===== config.mk =====
export PLATFORM = sky130hd
export DESIGN_NAME = daisy_chain_link_controller
export DESIGN_NICKNAME = d
export VERILOG_FILES = /design/src/hdl/dclc_pkg.sv /design/src/hdl/daisy_chain_link_controller.sv /design/src/hdl/dclc_core.sv
export SDC_FILE = /design/constraint.sdc
export NUM_CORES = 1
export LEC_CHECK = 0
export BUFFER_PORTS_ARGS = -buffer_cell sky130_fd_sc_hd__buf_2
export CORE_ASPECT_RATIO = 1.75
export CORE_MARGIN = 3
export CORE_UTILIZATION = 60
export CTS_BUF_LIST = sky130_fd_sc_hd__clkbuf_2
export DETAILED_ROUTE_END_ITERATION = 10
export MAX_ROUTING_LAYER = met4
export PLACE_DENSITY = 0.83
export RECOVER_POWER = 50
export SYNTH_ARGS = -nofsm -noshare
export SYNTH_HDL_FRONTEND = slang
export SYNTH_SLANG_ARGS = --single-unit
export TNS_END_PERCENT = 100

===== constraint.sdc =====
create_clock -name clk -period 8.24 [get_ports clk]
set_input_delay 1.236 -clock clk [delete_from_list [all_inputs] [get_ports clk]]
set_output_delay 1.236 -clock clk [all_outputs]
set_load 0.01 [all_outputs]

===== src/hdl/dclc_pkg.sv =====
// Types and constants for the daisy-chain link controller.
// No dependencies; used by dclc_core, the top level and the checker.
package dclc_pkg;

  // Link phases
  localparam logic [1:0] PH_RESET   = 2'd0;
  localparam logic [1:0] PH_SETUP   = 2'd1;
  localparam logic [1:0] PH_STANDBY = 2'd2;
  localparam logic [1:0] PH_ACTIVE  = 2'd3;

  // Event kinds
  localparam logic [1:0] ACT_POLL  = 2'd0;
  localparam logic [1:0] ACT_TICK  = 2'd1;
  localparam logic [1:0] ACT_RAISE = 2'd2;
  localparam logic [1:0] ACT_DOWN  = 2'd3;

  // Config byte bits
  localparam logic [7:0] CFG_PULLUPS   = 8'h01;
  localparam logic [7:0] CFG_DISABLE   = 8'h02;
  localparam logic [7:0] CFG_INTERRUPT = 8'h80;

  // Configuration registers
  localparam logic [7:0] REG_DEFAULT_ADDRESS = 8'd0;
  localparam logic [7:0] REG_PULSE_LIMIT     = 8'd1;
  localparam logic [6:0] DEFAULT_ADDRESS_RST = 7'd127;
  localparam logic [15:0] PULSE_LIMIT_RST    = 16'd10;

  typedef struct packed {
    logic [1:0] action;
    logic       upstream_active;
    logic       downstream_active;
    logic [7:0] host_id;
    logic [7:0] host_config;
  } link_event_t;

  typedef struct packed {
    logic [1:0] phase;
    logic [7:0] stored_id;
    logic [7:0] stored_config;
    logic       pulse_on;
    logic       driving_upstream;
    logic [7:0] answer_address;
    logic       pullup_enable;
    logic       downstream_released;
  } link_state_t;

  // Packed so that the first field sits in the highest bits.
  typedef struct packed {
    logic [7:0] image_config;
    logic [7:0] image_id;
    logic       config_write;
    logic       id_write;
    logic       release_downstream;
    logic       drive_upstream;
    logic       pullups_on;
    logic [7:0] bus_address;
    logic [1:0] link_phase;
    logic       module_active;
  } link_result_t;

  // State after a link reset (tick counter handled by the caller).
  function automatic link_state_t link_cleared();
    link_state_t s;
    s.phase               = PH_RESET;
    s.stored_id           = 8'd0;
    s.stored_config       = CFG_DISABLE;
    s.pulse_on            = 1'b0;
    s.driving_upstream    = 1'b0;
    s.answer_address      = 8'd0;
    s.pullup_enable       = 1'b0;
    s.downstream_released = 1'b0;
    return s;
  endfunction

endpackage


===== src/hdl/daisy_chain_link_controller.sv =====
// Daisy-chain link controller: one request in, one result out, per event.
// A request is held in the input register, then its result in the result register.
// Throughput: one request per cycle while m_tready is high; the input register and
// result register let a new request in while the previous result waits on m_tready.
// Reset (rst, synchronous): link state to the reset phase, tick and pulse start
// to zero, default_address to 127, pulse_limit to 10, both stream stages empty.
module daisy_chain_link_controller import dclc_pkg::*; #(
  parameter int TICK_BITS = 16
) (
  input  logic        clk,
  input  logic        rst,
  // request stream
  input  logic        s_tvalid,
  output logic        s_tready,
  // [0] upstream_active, [1] downstream_active, [9:2] host_id,
  // [17:10] host_config, [23:18] zero
  input  logic [23:0] s_tdata,
  // [1:0] action
  input  logic [1:0]  s_tuser,
  // result stream
  output logic        m_tvalid,
  input  logic        m_tready,
  // [0] module_active, [2:1] link_phase, [10:3] bus_address, [11] pullups_on,
  // [12] drive_upstream, [13] release_downstream, [14] id_write,
  // [15] config_write, [23:16] image_id, [31:24] image_config
  output logic [31:0] m_tdata,
  // configuration writes
  input  logic        cfg_valid,
  output logic        cfg_ready,
  input  logic [7:0]  cfg_index,
  input  logic [15:0] cfg_data
);

  logic [6:0]   default_address;
  logic [15:0]  pulse_limit;
  logic         in_full;
  link_event_t  in_ev;
  logic         advance;
  link_result_t result;
  link_result_t out_res;
  logic         out_valid;

  // Configuration port never stalls; writes outside the register list are dropped.
  assign cfg_ready = 1'b1;

  always_ff @(posedge clk) begin
    if (rst) begin
      default_address <= DEFAULT_ADDRESS_RST;
      pulse_limit     <= PULSE_LIMIT_RST;
    end else if (cfg_valid) begin
      if (cfg_index == REG_DEFAULT_ADDRESS) begin
        default_address <= cfg_data[6:0];
      end else if (cfg_index == REG_PULSE_LIMIT) begin
        pulse_limit <= cfg_data;
      end
    end
  end

  // Advance the held request into the result register when that register is
  // empty or being drained this cycle. The link state updates on the same edge.
  assign advance  = in_full && (!out_valid || m_tready);
  assign s_tready = !in_full || advance;

  always_ff @(posedge clk) begin
    if (rst) begin
      in_full <= 1'b0;
    end else if (s_tvalid && s_tready) begin
      in_full <= 1'b1;
    end else if (advance) begin
      in_full <= 1'b0;
    end
  end

  // Payload register: no reset needed.
  always_ff @(posedge clk) begin
    if (s_tvalid && s_tready) begin
      in_ev.action            <= s_tuser;
      in_ev.upstream_active   <= s_tdata[0];
      in_ev.downstream_active <= s_tdata[1];
      in_ev.host_id           <= s_tdata[9:2];
      in_ev.host_config       <= s_tdata[17:10];
    end
  end

  dclc_core #(
    .TICK_BITS (TICK_BITS)
  ) u_core (
    .clk             (clk),
    .rst             (rst),
    .step            (advance),
    .ev              (in_ev),
    .default_address (default_address),
    .pulse_limit     (pulse_limit),
    .result          (result)
  );

  // Result register: hold while the sink stalls, drop once taken.
  always_ff @(posedge clk) begin
    if (rst) begin
      out_valid <= 1'b0;
    end else if (advance) begin
      out_valid <= 1'b1;
    end else if (m_tready) begin
      out_valid <= 1'b0;
    end
  end

  always_ff @(posedge clk) begin
    if (advance) begin
      out_res <= result;
    end
  end

  assign m_tvalid = out_valid;
  assign m_tdata  = out_res;

endmodule


===== src/hdl/dclc_core.sv =====
// Link state registers and the per-event update logic.
// Depends on dclc_pkg.
module dclc_core import dclc_pkg::*; #(
  parameter int TICK_BITS = 16
) (
  input  logic         clk,
  input  logic         rst,
  input  logic         step,
  input  link_event_t  ev,
  input  logic [6:0]   default_address,
  input  logic [15:0]  pulse_limit,
  output link_result_t result
);

  localparam int CmpW = (TICK_BITS > 16) ? TICK_BITS : 16;

  link_state_t          st, st_next;
  logic [TICK_BITS-1:0] tick_count, tick_count_next;
  logic [TICK_BITS-1:0] pulse_start, pulse_start_next;
  logic [TICK_BITS-1:0] pulse_gap;
  logic                 pulse_expired;
  logic                 wid, wcfg;

  assign pulse_gap     = tick_count - pulse_start;
  assign pulse_expired = CmpW'(pulse_gap) > CmpW'(pulse_limit);

  always_comb begin
    st_next          = st;
    tick_count_next  = tick_count;
    pulse_start_next = pulse_start;
    wid              = 1'b0;
    wcfg             = 1'b0;
    case (ev.action)
      ACT_POLL: begin
        case (st.phase)
          PH_RESET: begin
            if (!ev.upstream_active) begin
              st_next.phase          = PH_SETUP;
              st_next.stored_id      = {1'b0, default_address};
              st_next.answer_address = {1'b0, default_address};
              st_next.pullup_enable  = 1'b1;
              wid  = 1'b1;
              wcfg = 1'b1;
            end
          end
          PH_SETUP: begin
            if (ev.upstream_active) begin
              st_next         = link_cleared();
              tick_count_next = '0;
              wid  = 1'b1;
              wcfg = 1'b1;
            end else if (ev.host_id != {1'b0, default_address}) begin
              st_next.stored_id           = ev.host_id;
              st_next.answer_address      = ev.host_id;
              st_next.phase               = PH_STANDBY;
              st_next.downstream_released = 1'b1;
            end
          end
          PH_STANDBY: begin
            if (ev.upstream_active) begin
              st_next         = link_cleared();
              tick_count_next = '0;
              wid  = 1'b1;
              wcfg = 1'b1;
            end else if ((ev.host_config & CFG_DISABLE) == 8'd0) begin
              st_next.stored_config = ev.host_config & CFG_PULLUPS;
              if ((ev.host_config & CFG_PULLUPS) == 8'd0) begin
                st_next.pullup_enable = 1'b0;
              end
              st_next.phase = PH_ACTIVE;
              wid  = 1'b1;
              wcfg = 1'b1;
            end
          end
          default: begin
            // Host clearing the interrupt bit ends our own pulse.
            if ((st.stored_config & CFG_INTERRUPT) != 8'd0) begin
              if ((ev.host_config & CFG_INTERRUPT) == 8'd0) begin
                st_next.stored_config = st.stored_config & ~CFG_INTERRUPT;
                st_next.pulse_on      = 1'b0;
                wcfg = 1'b1;
              end
              wid = 1'b1;
            end else begin
              wid  = 1'b1;
              wcfg = 1'b1;
            end
            if (st_next.pulse_on && pulse_expired) begin
              st_next.pulse_on = 1'b0;
            end
            if (ev.downstream_active) begin
              st_next.driving_upstream = 1'b1;
            end else if (st_next.driving_upstream && !st_next.pulse_on) begin
              st_next.driving_upstream = 1'b0;
            end
            // Upstream line active while we are not driving it: lost upstream.
            if (!st_next.driving_upstream && ev.upstream_active) begin
              st_next         = link_cleared();
              tick_count_next = '0;
              wid  = 1'b1;
              wcfg = 1'b1;
            end
          end
        endcase
      end
      ACT_TICK: begin
        tick_count_next = tick_count + TICK_BITS'(1);
      end
      ACT_RAISE: begin
        st_next.stored_config    = st.stored_config | CFG_INTERRUPT;
        st_next.driving_upstream = 1'b1;
        st_next.pulse_on         = 1'b1;
        pulse_start_next         = tick_count;
        wid  = 1'b1;
        wcfg = 1'b1;
      end
      default: begin
        if (st.phase == PH_ACTIVE) begin
          if (ev.downstream_active) begin
            st_next.driving_upstream = 1'b1;
          end else if (!st.pulse_on) begin
            st_next.driving_upstream = 1'b0;
          end
        end
      end
    endcase
  end

  always_comb begin
    result.module_active      = (st_next.phase == PH_ACTIVE);
    result.link_phase         = st_next.phase;
    result.bus_address        = st_next.answer_address;
    result.pullups_on         = st_next.pullup_enable;
    result.drive_upstream     = st_next.driving_upstream;
    result.release_downstream = st_next.downstream_released;
    result.id_write           = wid;
    result.config_write       = wcfg;
    result.image_id           = st_next.stored_id;
    result.image_config       = st_next.stored_config;
  end

  always_ff @(posedge clk) begin
    if (rst) begin
      st          <= link_cleared();
      tick_count  <= '0;
      pulse_start <= '0;
    end else if (step) begin
      st          <= st_next;
      tick_count  <= tick_count_next;
      pulse_start <= pulse_start_next;
    end
  end

endmodule


Word-level counts from Yosys, hierarchy flattened
Index checks and enable logic that the tools add are counted.

Register bits: 139. Bits in latches: 0. RAM bits: 0. ROM bits: 0. Input port bits: 55. Output and inout bits: 35. Logic and storage cells: 136. Memories: 0.

$add $sub $neg: 2. $mul: 0. Divide/modulo/power cells: 0. $lt $le $gt $ge: 1. Equality and inequality tests: 13. Shift-type cells: 0. Muxes and demuxes: 62. Bitwise logic cells: 1. Reductions and logical operators: 28.

Operator list (count): $mux W10 (7); $pmux W16 S2 (2); $pmux W10 S3 (2); $mux W9 (5); $mux W8 (5); $logic_not A8 Y1 (4); $mux W16 (2); $mux W30 (1); $mux W1 (28); $pmux W9 S3 (1); $pmux W9 S2 (1); $add A16 B1 Y16 const B (1); $gt A16 B16 Y1 (1); $sub A16 B16 Y16 (1); $pmux W1 S3 (4); $reduce_and A5 Y1 (2); $ne A3 B3 Y1 const B (3); $eq A2 B2 Y1 const B (4); $eq A8 B1 Y1 const B (1); $ne A8 B7 Y1 (1); $reduce_bool A2 Y1 (4); $logic_and A1 B1 Y1 (5); $eq A2 B1 Y1 const B (2); $logic_not A1 Y1 (4); other kinds (11) (16).

Logic depth before layout (Yosys ltp)
Depth in word-level cells: 21. Gate-level depth with buffers: 22. Mapped depth without buffers: 20.

By module
From an unflattened synthesis, not the netlist that was laid out.

Cell total of the unflattened synthesis: 764. Area, all modules: 7354.6 µm².

By module, submodules not included: dclc_core (times used 1, cells an instance 599, area each 4664.5 µm², sequential area each 1241.2 µm²); daisy_chain_link_controller (times used 1, cells an instance 165, area each 2690.1 µm², sequential area each 2062.0 µm²).

Worst setup path before layout
Ideal clock, no wire load.

Path type: reg2reg. Start point: reg u_core.tick_count[0]. End point: reg u_core.tick_count[8]. Library setup time: 70 ps. Arrival: 4607 ps. Required time: 8170 ps. Slack: 3563 ps. Stages on the path, launching flop included: 22. Path buffers: 1. Period minus slack after synthesis: 4677 ps. Path through: dfxtp_1 -> inv_1 -> ha_1 -> fa_1 -> nor2b_1 -> o21ai_0 -> a21boi_0 -> o211ai_1 -> a31oi_1 -> a21o_1 -> a21oi_1 -> xnor2_1 -> ha_1 -> nand3_2 -> nor3_2 -> nand4_1 -> o211a_1 -> or2_1 -> buf_6 -> a2111o_1 -> or4_1 -> a21oi_1.

Longest elaborated chain between the ends: 16. Elaborated cells between the ends (all ways): 18. Classes of those cells: add/sub: 2; order compare: 1; eq/ne: 1; mux: 8; reduce/logical: 6.

Ends and longest elaborated chain: from (decl) (RTL line dclc_core.sv:18) `logic [TICK_BITS-1:0] tick_count, tick_count_next;`; from (signal assigned) (RTL line dclc_core.sv:149) `tick_count <= tick_count_next;`; $sub A16 B16 Y16 (RTL line dclc_core.sv:24) `assign pulse_gap = tick_count - pulse_start;`; $gt A16 B16 Y1 (RTL line dclc_core.sv:25) `assign pulse_expired = CmpW'(pulse_gap) > CmpW'(pulse_limit);`; $logic_and A1 B1 Y1 (RTL line dclc_core.sv:88) `if (st_next.pulse_on && pulse_expired) begin`; $mux W1 (RTL line dclc_core.sv:88); $mux W1 (RTL line dclc_core.sv:35) `case (st.phase)`; $mux W1 (RTL line dclc_core.sv:33) `case (ev.action)`; $logic_not A1 Y1 (RTL line dclc_core.sv:93) `end else if (st_next.driving_upstream && !st_next.pulse_on) begin`; $logic_and A1 B1 Y1 (RTL line dclc_core.sv:93); $mux W1 (RTL line dclc_core.sv:93); $mux W1 (RTL line dclc_core.sv:91) `if (ev.downstream_active) begin`; $mux W1 (RTL line dclc_core.sv:35); $mux W1 (RTL line dclc_core.sv:33); $logic_not A1 Y1 (RTL line dclc_core.sv:97) `if (!st_next.driving_upstream && ev.upstream_active) begin`; $logic_and A1 B1 Y1 (RTL line dclc_core.sv:97); $ne A3 B2 Y1 (no source line); $reduce_and A5 Y1 (no source line).

Parallel ways exist; a longest one is shown, timed or not. The select of a mux whose other input is x is not followed. A chain may end at the register's enable or synchronous reset.

==> run metrics <==
outcome=finished, violations left; failing checks=max-capacitance violations, max-slew violations; slowest stage delay, CP=roughly 0.57 ns; non-filler cells in the finished layout=roughly 950; Layout Skew=~0.032 ns; Synth Area per Inst=9.22 µm²; most frequent cells in the layout=dfxtp_1, nand2_1, nor2_1; TritonCTS clock tree=built; TNS Setup=0 ns; syn nets=a little over 800; Fillers=~880; all-layer global routing usage=0.269; post-CTS sizing=0; peak supply drop=0.149 mV; vias in the first global route=roughly 5700; # Max-Cap Violations=2; top cell family by delay on the critical path=compound AO/OA/AOI/OAI gates; Setup-failing EPs final=0; Leak=between 3 and 4 nW; Vias/cell=about 6; Final Hold Vio Count=0; IO Pins=90; post-route clock period utilization=0.669; CTS max path bufs=2; Main synth FF type=dfxtp_1; CP Capture Type=register; Hold Path Origin=u_core.pulse_start[9]$_SDFFE_PP0P_; Num CTS Buffers=17; drt initial violations=between 300 and 400; critical path buffer and inverter count=1; CP Launch Type=register; area of the core=10900 µm²; clock sinks=about 130; die span in x=86.3 µm; CP cell instances=inv_1 -> ha_1 -> fa_1 -> nor2b_1 -> o21ai_0 -> a21boi_0 -> o211ai_1 -> a31oi_1 -> a21o_1 -> a21oi_1 -> xnor2_1 -> ha_1 -> nand3_2 -> nor3_2 -> nand4_1 -> nor4_1 -> nor3_1 -> nor2_1 -> a21oi_1 -> o21ai_0; worst hold path cell count=2; power density cells=roughly 170 nW/µm²; grt ovf=0; routed vias=between 5000 and 6000; first-pass GRT wire length=between 20 and 30 mm; critical path arrival=roughly 6.1 ns; clk root buf=clkbuf_2; largest net degree at the start of global routing=56; Area Overhead vs Synth=9.55%; R2R cell count=20; Die Y=roughly 150 µm; commonest non-fill, non-tap cell in the layout=dfxtp_1; Post-synth EDFFs=47; share of layout cells above drive strength 1=0.104; Min-Delay Endpoint=u_core.pulse_start[9]$_SDFFE_PP0P_; DRT Wirelength=about 16 mm; global placer's final weighted congestion=roughly 0.9; fin crit period=5.51 ns; initial core utilization=0.622; HPWL Detailed=11.8 mm; setup repair after global routing missed its margin=false; Post-Syn Instances=about 730; CP max-delay cell=nor2_1; worst hold path type=register to register; placement-stage cell area=around 7200 µm²; Relative slew margins=-0.781; Final ANT Viol Nets=0; Nets=894; reg-to-reg critical path startpoint=u_core.tick_count[0]$_SDFFE_PP0P_; antenna violations before repair=1; Final Instance Area=7420 µm²; Die ar.=roughly 13000 µm²; Core Rows=50; Clk Latency, worst-skew pair=around 0.72 ns; critical path class=register to register; clock transition at the registers of the reported paths=0.23 ns; fin. max-slew vios=98; Netlist cell types=59; Seq/Total Area, Yosys=0.466; Yosys reg bits=around 130; RR Endpoint=m_tdata[23]$_DFFE_PP_; Post-synth ARST share=0; CTS H-tree depth=4; CP max FO=9; post-layout utilization of the core=0.681; dpl cells=about 910; First-pass DRT Iterations=7; yosys warns=0; Worst Tran Pin Value=~2.7 ns; routed len/inst=17.3 µm; DRC errors left=0; WP data required=8.80 ns; synthesized cell area=slightly below 7000 µm²; hold-fix buffer count after cts=0; reg2reg setup slack=approximately 2.7 ns; post-CTS setup buffers=0; Fmax=~180 MHz; PortBufs=77
==> worst min-delay path, cell delays in order (launching register included) <==
cell and delay (ns):
dfxtp_1 0.36, nand2_1 0.05, a21oi_1 0.05
==> per-layer routing <==
layer / wire, µm / track usage / vias up
met3: 656 / 0.0519 / 42
met2: 9020 / 0.490 / 179
met5: 0 / - / -
met1: 6090 / 0.276 / 2707
li1: - / - / 2754
met4: 543 / 0.110 / 0
==> where the power goes <==
part	internal, W	leakage, nW	switching [W]
clock	0.000131	0.160	0.000293
combinational	0.0000288	1.79	0.0000601
sequential	0.000703	1.15	0.0000110
==> Yosys cell counts, types with 3 or more instances <==
cell type | instances | area [µm²]
a21boi_0 | 3 | 22.5
a21o_1 | 32 | 240
a21oi_1 | 50 | 250
a22oi_1 | 7 | 52.6
a31oi_1 | 12 | 75.1
a32o_1 | 3 | 30.0
and2_1 | 10 | 62.6
and3_1 | 5 | 31.3
buf_1 | 3 | 11.3
clkbuf_1 | 25 | 93.8
dfxtp_1 | 87 | 1740
edfxtp_1 | 47 | 1410
ha_1 | 37 | 463
inv_1 | 49 | 184
mux2i_1 | 27 | 270
nand2_1 | 83 | 312
nand2b_1 | 5 | 31.3
nand3_1 | 17 | 85.1
nand3b_1 | 3 | 22.5
nand4_1 | 9 | 56.3
nor2_1 | 69 | 259
nor2b_1 | 12 | 75.1
nor3_1 | 18 | 90.1
nor4_1 | 6 | 37.5
o211ai_1 | 4 | 30.0
o21a_1 | 6 | 45.0
o21ai_0 | 25 | 125
o31ai_1 | 8 | 60.1
or2_2 | 6 | 37.5
or3_1 | 6 | 37.5
or4_1 | 4 | 30.0
xnor2_1 | 11 | 96.3
xor2_1 | 10 | 87.6
==> state kept, by name, indices dropped and copies added (netlist names) <==
name	count
m_tvalid	1
pulse_limit	16
in_full	1
u_core.pulse_start	16
u_core.tick_count	16
m_tdata	32
u_core.st	30
in_ev	15
default_address	7
==> how the worst max path moves through the flow <==
stage                                                 start                           endpoint  cells past startpoint
final                     u_core.tick_count[0]$_SDFFE_PP0P_              m_tdata[23]$_DFFE_PP_                     20
after global routing      u_core.tick_count[0]$_SDFFE_PP0P_              m_tdata[23]$_DFFE_PP_                     20
after global placement    u_core.tick_count[0]$_SDFFE_PP0P_              m_tdata[23]$_DFFE_PP_                     20
after CTS                 u_core.tick_count[0]$_SDFFE_PP0P_              m_tdata[23]$_DFFE_PP_                     20
after detailed placement  u_core.tick_count[0]$_SDFFE_PP0P_  u_core.tick_count[8]$_SDFFE_PP0P_                     20
after floorplan           u_core.tick_count[0]$_SDFFE_PP0P_  u_core.tick_count[8]$_SDFFE_PP0P_                     21
==> logic make-up after synthesis <==
kind of cell	synth area share
mux	0.0399
xor+xnor	0.0272
fa+ha+maj	0.0713
flops	0.466
other cells	0.000554
compound gates	0.168
simple gates	0.181
buf+inv	0.0460
==> stage by stage <==
| step | power [W] | hold slack, ns | setup slack (ns) |
|---|---|---|---|
| after CTS | 0.00124 | 0.473 | 2.83 |
| after global placement | 0.000814 | 0.435 | 3.02 |
| after global routing | 0.00127 | 0.483 | 2.28 |
| after detailed placement | 0.000817 | 0.441 | 2.92 |
| final | 0.00123 | 0.472 | 2.73 |
| after floorplan | 0.000781 | 0.421 | 3.56 |
==> final cells by class <==
class / count / area (µm²) / share of cell area
clock inverters: 15 / 174 / 0.0234
well taps: 130 / 163 / 0.0219
inverters: 50 / 188 / 0.0253
repair buffers: 78 / 347 / 0.0467
clock buffers: 17 / 85.1 / 0.0115
multi-input cells: 520 / 3310 / 0.446
diodes: 1 / 2.50 / 0.000337
flip-flops and latches: 134 / 3150 / 0.425
No activity file was read; power rests on OpenSTA's default activity.
